`config.mk`:
```
export PLATFORM = sky130hd
export DESIGN_NAME = number_to_ascii_formatter_core
export DESIGN_NICKNAME = d
export VERILOG_FILES = /design/src/rtl/nta_pkg.sv /design/src/rtl/nta_bcd.sv /design/src/rtl/number_to_ascii_formatter_core.sv
export SDC_FILE = /design/constraint.sdc
export NUM_CORES = 1
export LEC_CHECK = 0
export ABC_AREA = 1
export BUFFER_PORTS_ARGS = -buffer_cell sky130_fd_sc_hd__clkbuf_2
export CORE_MARGIN = 10
export CORE_UTILIZATION = 49
export CTS_BUF_LIST = sky130_fd_sc_hd__clkbuf_4
export DETAILED_ROUTE_END_ITERATION = 8
export HOLD_SLACK_MARGIN = 0.15
export PLACE_DENSITY = 0.68
export SETUP_SLACK_MARGIN = 0.02
export SLEW_MARGIN = 40
export SYNTH_ARGS = -nofsm -noshare
export SYNTH_HDL_FRONTEND = slang
export SYNTH_SLANG_ARGS = --single-unit
export TNS_END_PERCENT = 50
```
`constraint.sdc`:
```
create_clock -name clock -period 4.7 [get_ports clock]
set_input_delay 0.47 -clock clock [delete_from_list [all_inputs] [get_ports clock]]
set_output_delay 0.47 -clock clock [all_outputs]
set_load 0.1 [all_outputs]
```
`src/rtl/nta_pkg.sv`:
```
// ============================================================================
// nta_pkg: shared types and constants for the number to ASCII formatter
// Request and response payloads, operation codes and character helpers.
// ============================================================================
package nta_pkg;

   localparam int VALUE_W    = 32;
   localparam int BCD_DIGITS = 10;
   localparam int BCD_W      = 4 * BCD_DIGITS;
   localparam int FRAC_W     = 23;

   localparam logic [1:0] OP_DEC       = 2'd0;
   localparam logic [1:0] OP_HEX_LOWER = 2'd1;
   localparam logic [1:0] OP_HEX_UPPER = 2'd2;
   localparam logic [1:0] OP_FLOAT     = 2'd3;

   localparam logic [7:0] CHAR_ZERO  = 8'h30;
   localparam logic [7:0] CHAR_MINUS = 8'h2d;
   localparam logic [7:0] CHAR_DOT   = 8'h2e;
   localparam logic [7:0] CHAR_I     = 8'h49;
   localparam logic [7:0] CHAR_N     = 8'h4e;
   localparam logic [7:0] CHAR_F     = 8'h46;
   localparam logic [7:0] CHAR_UA    = 8'h41;
   localparam logic [7:0] CHAR_LA    = 8'h61;

   localparam logic [2:0] DIGITS_RESET = 3'd3;

   typedef struct packed {
      logic [1:0]         operation;
      logic [VALUE_W-1:0] value;
   } req_type;

   typedef struct packed {
      logic [7:0] character;
      logic       last;
   } rsp_type;

   // ASCII for one hex nibble, upper or lower case letters
   function automatic logic [7:0] hex_char(input logic [3:0] nib, input logic upper);
      logic [7:0] base;
      base = upper ? CHAR_UA : CHAR_LA;
      if (nib < 4'd10) begin
         hex_char = CHAR_ZERO + {4'h0, nib};
      end else begin
         hex_char = base + {4'h0, nib} - 8'd10;
      end
   endfunction

   // ASCII for one decimal digit
   function automatic logic [7:0] dec_char(input logic [3:0] d);
      dec_char = CHAR_ZERO + {4'h0, d};
   endfunction

   // Limit the fraction digit count to 1..6
   function automatic logic [2:0] clamp_digits(input logic [2:0] n);
      if (n == 3'd0) begin
         clamp_digits = 3'd1;
      end else if (n == 3'd7) begin
         clamp_digits = 3'd6;
      end else begin
         clamp_digits = n;
      end
   endfunction

endpackage

```
`src/rtl/nta_bcd.sv`:
```
// ============================================================================
// nta_bcd: iterative binary to BCD converter
// Shift-add-3 conversion, one bit per cycle, done pulses after the last bit.
// ============================================================================
module nta_bcd
   import nta_pkg::*;
(
   input  logic               clock,
   input  logic               reset,
   input  logic               start,
   input  logic [VALUE_W-1:0] bin,
   output logic               done,
   output logic [BCD_W-1:0]   bcd
);

   logic [VALUE_W-1:0] bin_ff, bin_in;
   logic [BCD_W-1:0]   bcd_ff, bcd_in;
   logic [4:0]         cnt_ff, cnt_in;
   logic               run_ff, run_in;
   logic               done_ff, done_in;
   logic [BCD_W-1:0]   adj;

   // add 3 to every digit of 5 or more before the shift
   always_comb begin
      for (int i = 0; i < BCD_DIGITS; i++) begin
         if (bcd_ff[4*i +: 4] >= 4'd5) begin
            adj[4*i +: 4] = bcd_ff[4*i +: 4] + 4'd3;
         end else begin
            adj[4*i +: 4] = bcd_ff[4*i +: 4];
         end
      end
   end

   always_comb begin
      bin_in  = bin_ff;
      bcd_in  = bcd_ff;
      cnt_in  = cnt_ff;
      run_in  = run_ff;
      done_in = 1'b0;
      if (start) begin
         bin_in = bin;
         bcd_in = '0;
         cnt_in = '0;
         run_in = 1'b1;
      end else if (run_ff) begin
         bcd_in = {adj[BCD_W-2:0], bin_ff[VALUE_W-1]};
         bin_in = {bin_ff[VALUE_W-2:0], 1'b0};
         cnt_in = cnt_ff + 5'd1;
         if (cnt_ff == 5'd31) begin
            run_in  = 1'b0;
            done_in = 1'b1;
         end
      end
   end

   always_ff @(posedge clock) begin
      if (reset) begin
         run_ff  <= 1'b0;
         done_ff <= 1'b0;
         cnt_ff  <= '0;
      end else begin
         run_ff  <= run_in;
         done_ff <= done_in;
         cnt_ff  <= cnt_in;
      end
   end

   always_ff @(posedge clock) begin
      bin_ff <= bin_in;
      bcd_ff <= bcd_in;
   end

   assign done = done_ff;
   assign bcd  = bcd_ff;

endmodule

```
`src/rtl/number_to_ascii_formatter_core.sv`:
```
// ============================================================================
// number_to_ascii_formatter_core: binary word to ASCII text
// Prints a signed decimal, lower or upper case hex, or an IEEE single as
// integer part, '.', and a set count of truncated fraction digits.
// ============================================================================
// A request is taken when start is high and busy is low; busy then stays high
// until the last character of that number has been sent. Characters leave at most
// one per cycle on rsp_payload, marked by rsp_strobe, most significant first, with
// last set on the final one. The receiver cannot stall: take every strobed
// character in the cycle it appears. Decimal and float requests first pass
// through the 32-step shift-add-3 BCD converter; hex and "INF" go straight to
// the character sequencer. The fraction digit count comes from the csr
// write channel (always ready); write it only while busy is low.
module number_to_ascii_formatter_core
   import nta_pkg::*;
(
   input  logic       clock,
   input  logic       reset,
   input  logic       start,
   output logic       busy,
   input  req_type    req_payload,
   output logic       rsp_strobe,
   output rsp_type    rsp_payload,
   input  logic       csr_valid,
   output logic       csr_ready,
   input  logic [2:0] csr_data
);

   localparam logic [3:0] ST_IDLE = 4'd0;
   localparam logic [3:0] ST_PREP = 4'd1;
   localparam logic [3:0] ST_SIGN = 4'd2;
   localparam logic [3:0] ST_CONV = 4'd3;
   localparam logic [3:0] ST_DEC  = 4'd4;
   localparam logic [3:0] ST_DOT  = 4'd5;
   localparam logic [3:0] ST_FRAC = 4'd6;
   localparam logic [3:0] ST_HEX  = 4'd7;
   localparam logic [3:0] ST_INF  = 4'd8;

   logic [3:0]         state_ff, state_in;
   logic [1:0]         op_ff, op_in;
   logic [VALUE_W-1:0] val_ff, val_in;
   logic [VALUE_W-1:0] mag_ff, mag_in;
   logic [FRAC_W-1:0]  fx_ff, fx_in;
   logic               neg_ff, neg_in;
   logic [BCD_W-1:0]   sr_ff, sr_in;
   logic [3:0]         cnt_ff, cnt_in;
   logic               started_ff, started_in;
   logic [2:0]         ndig_ff, ndig_in;
   logic [2:0]         digits_ff;
   logic               rsp_strobe_ff, rsp_strobe_in;
   rsp_type            rsp_payload_ff, rsp_payload_in;

   logic               bcd_start;
   logic               bcd_done;
   logic [BCD_W-1:0]   bcd_value;

   // float decode
   logic [7:0]         expo;
   logic [7:0]         e_up;
   logic [7:0]         s_dn;
   logic [23:0]        mant;
   logic [54:0]        wide;
   logic [23:0]        shr;
   logic               f_inf;
   logic [3:0]         nib;
   logic [26:0]        prod;

   nta_bcd u_bcd (
      .clock (clock),
      .reset (reset),
      .start (bcd_start),
      .bin   (mag_ff),
      .done  (bcd_done),
      .bcd   (bcd_value)
   );

   // split the IEEE single into integer part and Q0.23 fraction
   always_comb begin
      expo  = val_ff[30:23];
      mant  = {1'b1, val_ff[22:0]};
      e_up  = expo - 8'd127;
      s_dn  = 8'd127 - expo;
      wide  = {31'h0, mant} << e_up[4:0];
      shr   = mant >> s_dn[6:0];
      f_inf = (expo == 8'd255) || (expo >= 8'd158);
   end

   assign nib  = sr_ff[BCD_W-1 -: 4];
   assign prod = ({4'h0, fx_ff} << 3) + ({4'h0, fx_ff} << 1);

   always_comb begin
      state_in       = state_ff;
      op_in          = op_ff;
      val_in         = val_ff;
      mag_in         = mag_ff;
      fx_in          = fx_ff;
      neg_in         = neg_ff;
      sr_in          = sr_ff;
      cnt_in         = cnt_ff;
      started_in     = started_ff;
      ndig_in        = ndig_ff;
      bcd_start      = 1'b0;
      rsp_strobe_in  = 1'b0;
      rsp_payload_in = '{character: CHAR_ZERO, last: 1'b0};

      case (state_ff)
         ST_IDLE: begin
            if (start) begin
               op_in    = req_payload.operation;
               val_in   = req_payload.value;
               ndig_in  = clamp_digits(digits_ff);
               state_in = ST_PREP;
            end
         end

         ST_PREP: begin
            cnt_in     = '0;
            started_in = 1'b0;
            if (op_ff == OP_DEC) begin
               neg_in   = val_ff[31];
               mag_in   = val_ff[31] ? (32'd0 - val_ff) : val_ff;
               state_in = ST_SIGN;
            end else if (op_ff == OP_FLOAT) begin
               neg_in = val_ff[31] && (val_ff[30:0] != 31'd0);
               if (f_inf) begin
                  state_in = ST_INF;
               end else begin
                  if (expo == 8'd0) begin
                     mag_in = '0;
                     fx_in  = '0;
                  end else if (expo >= 8'd127) begin
                     mag_in = wide[54:23];
                     fx_in  = wide[22:0];
                  end else begin
                     mag_in = '0;
                     fx_in  = shr[22:0];
                  end
                  state_in = ST_SIGN;
               end
            end else begin
               sr_in    = {val_ff, 8'h00};
               state_in = ST_HEX;
            end
         end

         ST_SIGN: begin
            // kick the converter and send the minus sign meanwhile
            if (neg_ff) begin
               rsp_strobe_in            = 1'b1;
               rsp_payload_in.character = CHAR_MINUS;
            end
            bcd_start = 1'b1;
            state_in  = ST_CONV;
         end

         ST_CONV: begin
            if (bcd_done) begin
               sr_in    = bcd_value;
               cnt_in   = '0;
               state_in = ST_DEC;
            end
         end

         ST_DEC: begin
            // drop leading zeros, always show the units digit
            if (started_ff || nib != 4'd0 || cnt_ff == 4'd9) begin
               started_in               = 1'b1;
               rsp_strobe_in            = 1'b1;
               rsp_payload_in.character = dec_char(nib);
               rsp_payload_in.last      = (cnt_ff == 4'd9) && (op_ff == OP_DEC);
            end
            sr_in  = {sr_ff[BCD_W-5:0], 4'h0};
            cnt_in = cnt_ff + 4'd1;
            if (cnt_ff == 4'd9) begin
               state_in = (op_ff == OP_DEC) ? ST_IDLE : ST_DOT;
            end
         end

         ST_DOT: begin
            rsp_strobe_in            = 1'b1;
            rsp_payload_in.character = CHAR_DOT;
            cnt_in                   = '0;
            state_in                 = ST_FRAC;
         end

         ST_FRAC: begin
            // one truncated fraction digit per cycle: times ten, take the carry
            rsp_strobe_in            = 1'b1;
            rsp_payload_in.character = dec_char(prod[26:23]);
            fx_in                    = prod[22:0];
            cnt_in                   = cnt_ff + 4'd1;
            if (cnt_ff == ({1'b0, ndig_ff} - 4'd1)) begin
               rsp_payload_in.last = 1'b1;
               state_in            = ST_IDLE;
            end
         end

         ST_HEX: begin
            if (started_ff || nib != 4'd0 || cnt_ff == 4'd7) begin
               started_in               = 1'b1;
               rsp_strobe_in            = 1'b1;
               rsp_payload_in.character = hex_char(nib, op_ff == OP_HEX_UPPER);
               rsp_payload_in.last      = (cnt_ff == 4'd7);
            end
            sr_in  = {sr_ff[BCD_W-5:0], 4'h0};
            cnt_in = cnt_ff + 4'd1;
            if (cnt_ff == 4'd7) begin
               state_in = ST_IDLE;
            end
         end

         ST_INF: begin
            rsp_strobe_in = 1'b1;
            cnt_in        = cnt_ff + 4'd1;
            case (cnt_ff)
               4'd0:    rsp_payload_in.character = CHAR_I;
               4'd1:    rsp_payload_in.character = CHAR_N;
               default: begin
                  rsp_payload_in.character = CHAR_F;
                  rsp_payload_in.last      = 1'b1;
                  state_in                 = ST_IDLE;
               end
            endcase
         end

         default: begin
            state_in = ST_IDLE;
         end
      endcase
   end

   // control state
   always_ff @(posedge clock) begin
      if (reset) begin
         state_ff      <= ST_IDLE;
         rsp_strobe_ff <= 1'b0;
         digits_ff     <= DIGITS_RESET;
         cnt_ff        <= '0;
         started_ff    <= 1'b0;
      end else begin
         state_ff      <= state_in;
         rsp_strobe_ff <= rsp_strobe_in;
         cnt_ff        <= cnt_in;
         started_ff    <= started_in;
         if (csr_valid) begin
            digits_ff <= csr_data;
         end
      end
   end

   // payload and working registers
   always_ff @(posedge clock) begin
      op_ff          <= op_in;
      val_ff         <= val_in;
      mag_ff         <= mag_in;
      fx_ff          <= fx_in;
      neg_ff         <= neg_in;
      sr_ff          <= sr_in;
      ndig_ff        <= ndig_in;
      rsp_payload_ff <= rsp_payload_in;
   end

   assign busy        = (state_ff != ST_IDLE);
   assign csr_ready   = 1'b1;
   assign rsp_strobe  = rsp_strobe_ff;
   assign rsp_payload = rsp_payload_ff;

endmodule
```
==> insert_results.sql, run 1 <==
INSERT INTO impl_metrics (metric_group, metric, value, unit) VALUES
('global_routing', 'grt_first_pass_wirelength', '85700', 'microns'),
('clocking', 'number_of_buffers_on_the_longest_clock_path', '3', ''),
('worst_setup_path', 'timing.setup.critical_path_class', 'flop to flop', ''),
('pwr', 'cellPowerDensity', '626', 'mW/mm^2'),
('floorplanning', 'fp-row-count', '65', ''),
('global_routing', 'first_global_vias', '15300', ''),
('worst_hold_path', 'min_path_cells', '2', ''),
('synth', 'mappedNetlistNets', '2280', ''),
('synth', 'synth-edff-count', '165', ''),
('timing', 'worst_hold_slack', '414', 'ps'),
('global_routing', 'antenna_found_initial', '2', ''),
('timing', 'post-route-min-period', '3310', 'ps'),
('timing', 'fmax', '302', 'MHz'),
('floorplanning', 'dieHeight', '199', 'microns'),
('synth', 'ys_seq_area_share', '40.1', '%'),
('worst_setup_path', 'regToRegSetupSlack', '1390', 'ps'),
('route', 'route.antenna.remaining_nets', '0', ''),
('synth', 'synth_largest_area_cell', 'sky130_fd_sc_hd__edfxtp_1', ''),
('placed_design', 'io_buffers', '50', ''),
('synth', 'syn_inst', '2182', ''),
('synth', 'yosys_most_used_dff', 'sky130_fd_sc_hd__edfxtp_1', ''),
('floorplanning', 'core', '0.0316', 'sq mm'),
('worst_setup_path', 'rr_worst_depth', '12', ''),
('clocking', 'htree_levels', '3', ''),
('clocking', 'path_clk_slew', '60', 'ps'),
('worst_setup_path', 'cp-end-kind', 'flop', ''),
('synth', 'synth.top_cells.by_area', 'sky130_fd_sc_hd__edfxtp_1 (31%), sky130_fd_sc_hd__nand2_1 (16%), sky130_fd_sc_hd__nand3_1 (9.4%)', ''),
('route', 'remaining_drc_errors', '0', ''),
('worst_setup_path', 'critPathBufInv', '3', ''),
('timing', 'timing.clock.skew', '57.8', 'ps'),
('run_status', 'outcome', 'completed', ''),
('worst_setup_path', 'arrival', '3920', 'ps'),
('synth', 'yosysTopAreaCellShare', '31.4', '%'),
('clocking', 'cts.sinks', '233', ''),
('worst_hold_path', 'worst_hold_path_type', 'input pin to flop', ''),
('clocking', 'tritoncts_clock_tree', 'built', ''),
('clocking', 'clk_latency', '770', 'ps'),
('worst_setup_path', 'rr_startpoint', 'val_ff[23]', ''),
('pwr', 'peakVddDrop', '0.382', 'mV'),
('clocking', 'root_buffer', 'sky130_fd_sc_hd__clkbuf_4', ''),
('worst_setup_path', 'data_required_time_of_the_worst_path', '5300', 'ps'),
('clocking', 'post_cts_resized', '0', ''),
('route', 'totalWireLength', '55300', 'microns'),
('timing', 'worst-slew-pin-transition', '834', 'ps'),
('synth', 'yosys.cell_types.count', '55', ''),
('worst_setup_path', 'cp_cell_sequence', 'ha_1 -> inv_1 -> nor2_8 -> nand3_1 -> nand2_1 -> buf_4 -> inv_1 -> nor2_1 -> nand3_1 -> nand2_1 -> nand2_1 -> o21ai_0', ''),
('route', 'detail_route.iter0.violations', '1656', ''),
('clocking', 'clock_buffer_count_from_cts', '69', ''),
('worst_setup_path', 'startpoint', 'val_ff[23]', ''),
('placed_design', 'routabilityCongestion', '0.964', ''),
('worst_hold_path', 'worst_hold_startpoint', 'req_payload[31]', ''),
('floorplanning', 'die_area', '0.0397', 'sq mm'),
('worst_setup_path', 'cpPeakStageDelay', '890', 'ps'),
('route', 'via_per_inst', '5.88', ''),
('global_routing', 'grt_max_degree', '57', ''),
('worst_hold_path', 'worstHoldEndpoint', 'val_ff[31]', ''),
('floorplanning', 'die_width', '199', 'microns'),
('synth', 'synth_top_cells_by_count', 'sky130_fd_sc_hd__nand2_1 (682), sky130_fd_sc_hd__nand3_1 (295), sky130_fd_sc_hd__inv_1 (188)', ''),
('synth', 'synthesis.yosys.warnings', '0', ''),
('floorplanning', 'floorplan.initialDensity', '49.8', '%'),
('timing', 'report.final.setup_viol', '0', ''),
('synth', 'synth_most_common_cell', 'sky130_fd_sc_hd__nand2_1', ''),
('synth', 'post_synth.cell_area_avg', '7.22', 'sq um'),
('global_routing', 'grt.total_usage', '27.9', '%'),
('synth', 'synth_area', '0.0158', 'sq mm'),
('cells_and_area', 'drive_gt1_share', '9.43', '%'),
('synth', 'async_reset_ff_share', '0', '%'),
('worst_setup_path', 'worstSetupStartpointType', 'flop', ''),
('global_routing', 'grt_overflow', '0', ''),
('pwr', 'p_leak', '0.00781', 'uW'),
('timing', 'rsz0062_at_grt', 'no', '');
==> final cells by class <==
type	count	area, sq um
Fill cell	3122	14000
Multi-Input combinational cell	1648	8170
Sequential cell	233	6320
Timing Repair Buffer	122	938
Inverter	198	751
Clock buffer	99	743
Tap cell	402	503
Clock inverter	23	159
Antenna cell	3	7.51
==> cell usage in the layout (no fill, tap or decap), types with 56 or more instances in the layout <==
master                     count
sky130_fd_sc_hd__a21oi_1     117
sky130_fd_sc_hd__clkbuf_4     99
sky130_fd_sc_hd__dfxtp_1      68
sky130_fd_sc_hd__edfxtp_1    165
sky130_fd_sc_hd__ha_1         56
sky130_fd_sc_hd__inv_1       185
sky130_fd_sc_hd__nand2_1     681
sky130_fd_sc_hd__nand3_1     295
sky130_fd_sc_hd__nor2_1      132
sky130_fd_sc_hd__o21ai_0     163
==> stage by stage <==
step / std cells / util [%] / setup WS, ps / instance area, sq um / total power [uW]
after floorplan: 2182 / - / 1240 / 15800 / 7260
after global placement: 2555 / 51.1 / 1510 / 16200 / 8760
after detailed placement: 2558 / 51.3 / 1530 / 16200 / 8850
after CTS: 2725 / 55.6 / 1500 / 17600 / 11000
after global routing: 2728 / 55.6 / 1250 / 17600 / 11800
final: 2728 / 55.6 / 1390 / 17600 / 11000
==> worst reg2reg max path, stage by stage (launching register included) <==
cell                       delay [ps]
sky130_fd_sc_hd__edfxtp_1         890
sky130_fd_sc_hd__ha_1             290
sky130_fd_sc_hd__inv_1            110
sky130_fd_sc_hd__nor2_8           150
sky130_fd_sc_hd__nand3_1           80
sky130_fd_sc_hd__nand2_1           80
sky130_fd_sc_hd__buf_4            240
sky130_fd_sc_hd__inv_1            340
sky130_fd_sc_hd__nor2_1           460
sky130_fd_sc_hd__nand3_1          220
sky130_fd_sc_hd__nand2_1          140
sky130_fd_sc_hd__nand2_1           60
sky130_fd_sc_hd__o21ai_0           80
==> repair_timing <==
item | in CTS | in global routing
endpoints found under the hold margin | 51 | 0
hold buffers | 45 | 0
buffers inserted | 0 | 0
==> flip-flops by register name (all words and copies together), names as in the netlist, 3 cells and up <==
signal and flops:
val_ff 32, cnt_ff 4, mag_ff 32, fx_ff 23
u_bcd.bcd 40, u_bcd.cnt_ff 5, state_ff 4, u_bcd.bin_ff 32
ndig_ff 3, rsp_payload 8, sr_ff 40, digits_ff 3
==> layer usage <==
layer	global-route usage, %	vias up	share of wire [%]
met5	0	-	0
met4	12.3	0	4.3
met3	5.47	171	8.6
met2	44.6	715	46
met1	35.9	7518	41
li1	-	7648	-
==> worst max-delay path by stage <==
stage                      to  cells past startpoint
CTS                 fx_ff[12]                     12
global route        fx_ff[12]                     12
detailed placement  fx_ff[12]                     12
finish              fx_ff[12]                     12
global placement    fx_ff[12]                     12
floorplan            sr_ff[0]                      8
==> where the power goes <==
part | switching, uW | internal, uW
clock | 959 | 1090
sequential | 535 | 3160
combinational | 3820 | 1440
==> cells by family (layout without fill, tap and decap cells) <==
logic type | count (synthesis) | in the layout | synth area share, %
flip-flops | 233 | 233 | 40.1
AND/OR/NAND/NOR | 1179 | 1179 | 31.8
XOR/XNOR | 22 | 22 | 1.34
adder cells (fa/ha/maj) | 57 | 57 | 4.57
buffers and inverters | 301 | 442 | 8.20
other | 2 | 5 | 0.0477
AO/OA/AOI/OAI | 388 | 388 | 13.9
No activity file was read; power rests on OpenSTA's default activity.
==> run 2: changes to the inputs <==
PLACE_DENSITY = 0.71   (was 0.68)
clock period = 2.75 ns   (was 4.7 ns; I/O delays follow)
==> insert_results.sql, run 2 (synthesis gave the netlist of run 1 again) <==
INSERT INTO impl_metrics (metric_group, metric, value, unit) VALUES
('global_routing', 'grt.total_usage', '27.8', '%'),
('global_routing', 'grt_first_pass_wirelength', '85600', 'microns'),
('timing', 'setup_total_negative_slack', '0', 'ps'),
('timing', 'worst_hold_slack', '248', 'ps'),
('timing', 'report.final.setup_viol', '0', ''),
('floorplanning', 'floorplan.io_pins', '53', ''),
('clocking', 'clk_latency', '750', 'ps'),
('floorplanning', 'die_width', '199', 'microns'),
('placed_design', 'detailedPlacementHpwl', '41100', 'microns'),
('timing', 'fmax', '369', 'MHz'),
('clocking', 'root_buffer', 'sky130_fd_sc_hd__clkbuf_4', ''),
('placed_design', 'routabilityCongestion', '1.04', ''),
('route', 'route.detailed.wl_per_inst', '19.9', 'microns'),
('cells_and_area', 'fin_nets', '2410', ''),
('global_routing', 'antenna_found_initial', '2', ''),
('timing', 'post-route-min-period', '2710', 'ps'),
('clocking', 'path_clk_slew', '70', 'ps'),
('timing', 'worst-slew-pin-transition', '696', 'ps'),
('run_status', 'outcome', 'completed', ''),
('route', 'via_per_inst', '5.79', ''),
('clocking', 'tritoncts_clock_tree', 'built', ''),
('pwr', 'cellPowerDensity', '1060', 'mW/mm^2'),
('cells_and_area', 'drive_gt1_share', '11.1', '%'),
('placed_design', 'placedInstanceArea', '0.0165', 'sq mm'),
('timing', 'timing_max_transition_violations_final', '0', ''),
('route', 'firstDrtPassIters', '7', ''),
('route', 'detail_route.iter0.violations', '1449', ''),
('placed_design', 'io_buffers', '50', ''),
('route', 'remaining_drc_errors', '0', ''),
('cells_and_area', 'area_growth', '13.5', '%'),
('route', 'route.antenna.remaining_nets', '0', ''),
('worst_hold_path', 'worst_hold_path_type', 'input pin to flop', ''),
('worst_setup_path', 'cpPeakStageDelay', '690', 'ps'),
('floorplanning', 'floorplan.initialDensity', '49.8', '%'),
('floorplanning', 'die_area', '0.0397', 'sq mm'),
('worst_setup_path', 'worstSetupStartpointType', 'flop', ''),
('worst_setup_path', 'cp-end-kind', 'flop', ''),
('cells_and_area', 'fillerInstances', '3054', ''),
('timing', 'slew_headroom', '53.6', '%'),
('worst_setup_path', 'cp_cell_sequence', 'nand2_4 -> inv_4 -> nand3_1 -> nand2_1 -> nand3_2 -> nor2_8 -> buf_4 -> a22oi_1 -> o21ai_0', ''),
('cells_and_area', 'stdcell_area', '0.0179', 'sq mm'),
('worst_setup_path', 'critPathMaxFanout', '18', ''),
('clocking', 'htree_levels', '3', ''),
('clocking', 'clock_buffer_count_from_cts', '67', ''),
('global_routing', 'first_global_vias', '15300', ''),
('pwr', 'peakVddDrop', '0.459', 'mV'),
('placed_design', 'dp_slack', '95.4', 'ps'),
('global_routing', 'grt_max_degree', '47', ''),
('timing', 'timing.final.crit_share', '98.6', '%'),
('global_routing', 'grt_overflow', '0', ''),
('clocking', 'cts.sinks', '233', ''),
('floorplanning', 'core', '0.0316', 'sq mm'),
('pwr', 'p_leak', '0.00802', 'uW'),
('worst_setup_path', 'arrival', '3230', 'ps'),
('worst_setup_path', 'data_required_time_of_the_worst_path', '3260', 'ps'),
('timing', 'finalWorstSetupSlack', '38.7', 'ps'),
('route', 'vias', '16000', ''),
('worst_setup_path', 'crit_path_top_delay_cell', 'sky130_fd_sc_hd__edfxtp_1', ''),
('job', 'max_cap_violation_count', '0', ''),
('floorplanning', 'dieHeight', '199', 'microns'),
('cells_and_area', 'mostFrequentLayoutCells', 'sky130_fd_sc_hd__nand2_1 (681), sky130_fd_sc_hd__nand3_1 (295), sky130_fd_sc_hd__inv_1 (187), sky130_fd_sc_hd__edfxtp_1 (165), sky130_fd_sc_hd__o21ai_0 (162)', ''),
('timing', 'number_of_failing_hold_endpoints_at_the_final_stage', '0', ''),
('cells_and_area', 'layout.cells.most_common', 'sky130_fd_sc_hd__nand2_1', ''),
('route', 'totalWireLength', '55000', 'microns'),
('floorplanning', 'fp-row-count', '65', ''),
('timing', 'rsz0062_at_grt', 'no', ''),
('worst_setup_path', 'timing.setup.critical_path_class', 'flop to flop', ''),
('clocking', 'number_of_buffers_on_the_longest_clock_path', '3', ''),
('timing', 'timing.clock.skew', '39.4', 'ps');
## run 2: cell type report
cell class	instances	area, sq um	share of cell area, %
Antenna cell	2	5.00	0.0280
Tap cell	402	503	2.81
Timing Repair Buffer	164	1280	7.16
Clock inverter	19	114	0.636
Multi-Input combinational cell	1648	8170	45.7
Inverter	198	748	4.18
Clock buffer	100	751	4.20
Sequential cell	233	6320	35.3
## run 2: path summary, 6_finish.rpt
kind / startpoint / slack, ps / depth (start not counted) / end
hold reg to reg: u_bcd.bin_ff[31] / 480 / 2 / u_bcd.bcd[0]
hold / removal: req_payload[27] / 250 / 2 / val_ff[27]
setup reg to reg: val_ff[28] / 40 / 9 / mag_ff[15]
setup / recovery: val_ff[28] / 40 / 9 / mag_ff[15]
## run 2: report_power, final
| group | leakage, uW | internal (uW) | switching [uW] |
|---|---|---|---|
| sequential | 0.00209 | 5400 | 801 |
| combinational | 0.00541 | 2710 | 6780 |
| clock | 0.000515 | 1770 | 1590 |
## run 2: timing repair
action                                 in CTS  in global routing
hold buffers                               45                  0
setup endpoints to repair                   0                  2
endpoints found under the hold margin      51                  0
setup buffers                               0                  3
gates resized for setup                     0                  1
## run 2: per-layer routing
metal  global-route usage (%)  wire (microns)  vias to the layer above  share of wire [%]
li1                         -               -                     7706                  -
met1                     35.7           22900                     7485                 42
met2                     43.9           25200                      676                 46
met3                     6.51            4650                      137                8.4
met4                     12.1            2200                        0                4.0
met5                        0               0                        -                  0
## run 2: per-stage QoR
step,util (%),cells,power [uW]
floorplan,-,2182,12400
global placement,52.3,2597,15400
finish,56.6,2766,19000
detailed placement,52.3,2597,15400
CTS,56.5,2761,18900
global route,56.6,2766,20400
## run 2: critical path, delay by kind of cell, from the launching register on
family | cells | cell delay (ps)
AO/OA/AOI/OAI | 2 | 410
AND/OR/NAND/NOR | 5 | 900
buffers and inverters | 2 | 480
flip-flops | 1 | 690
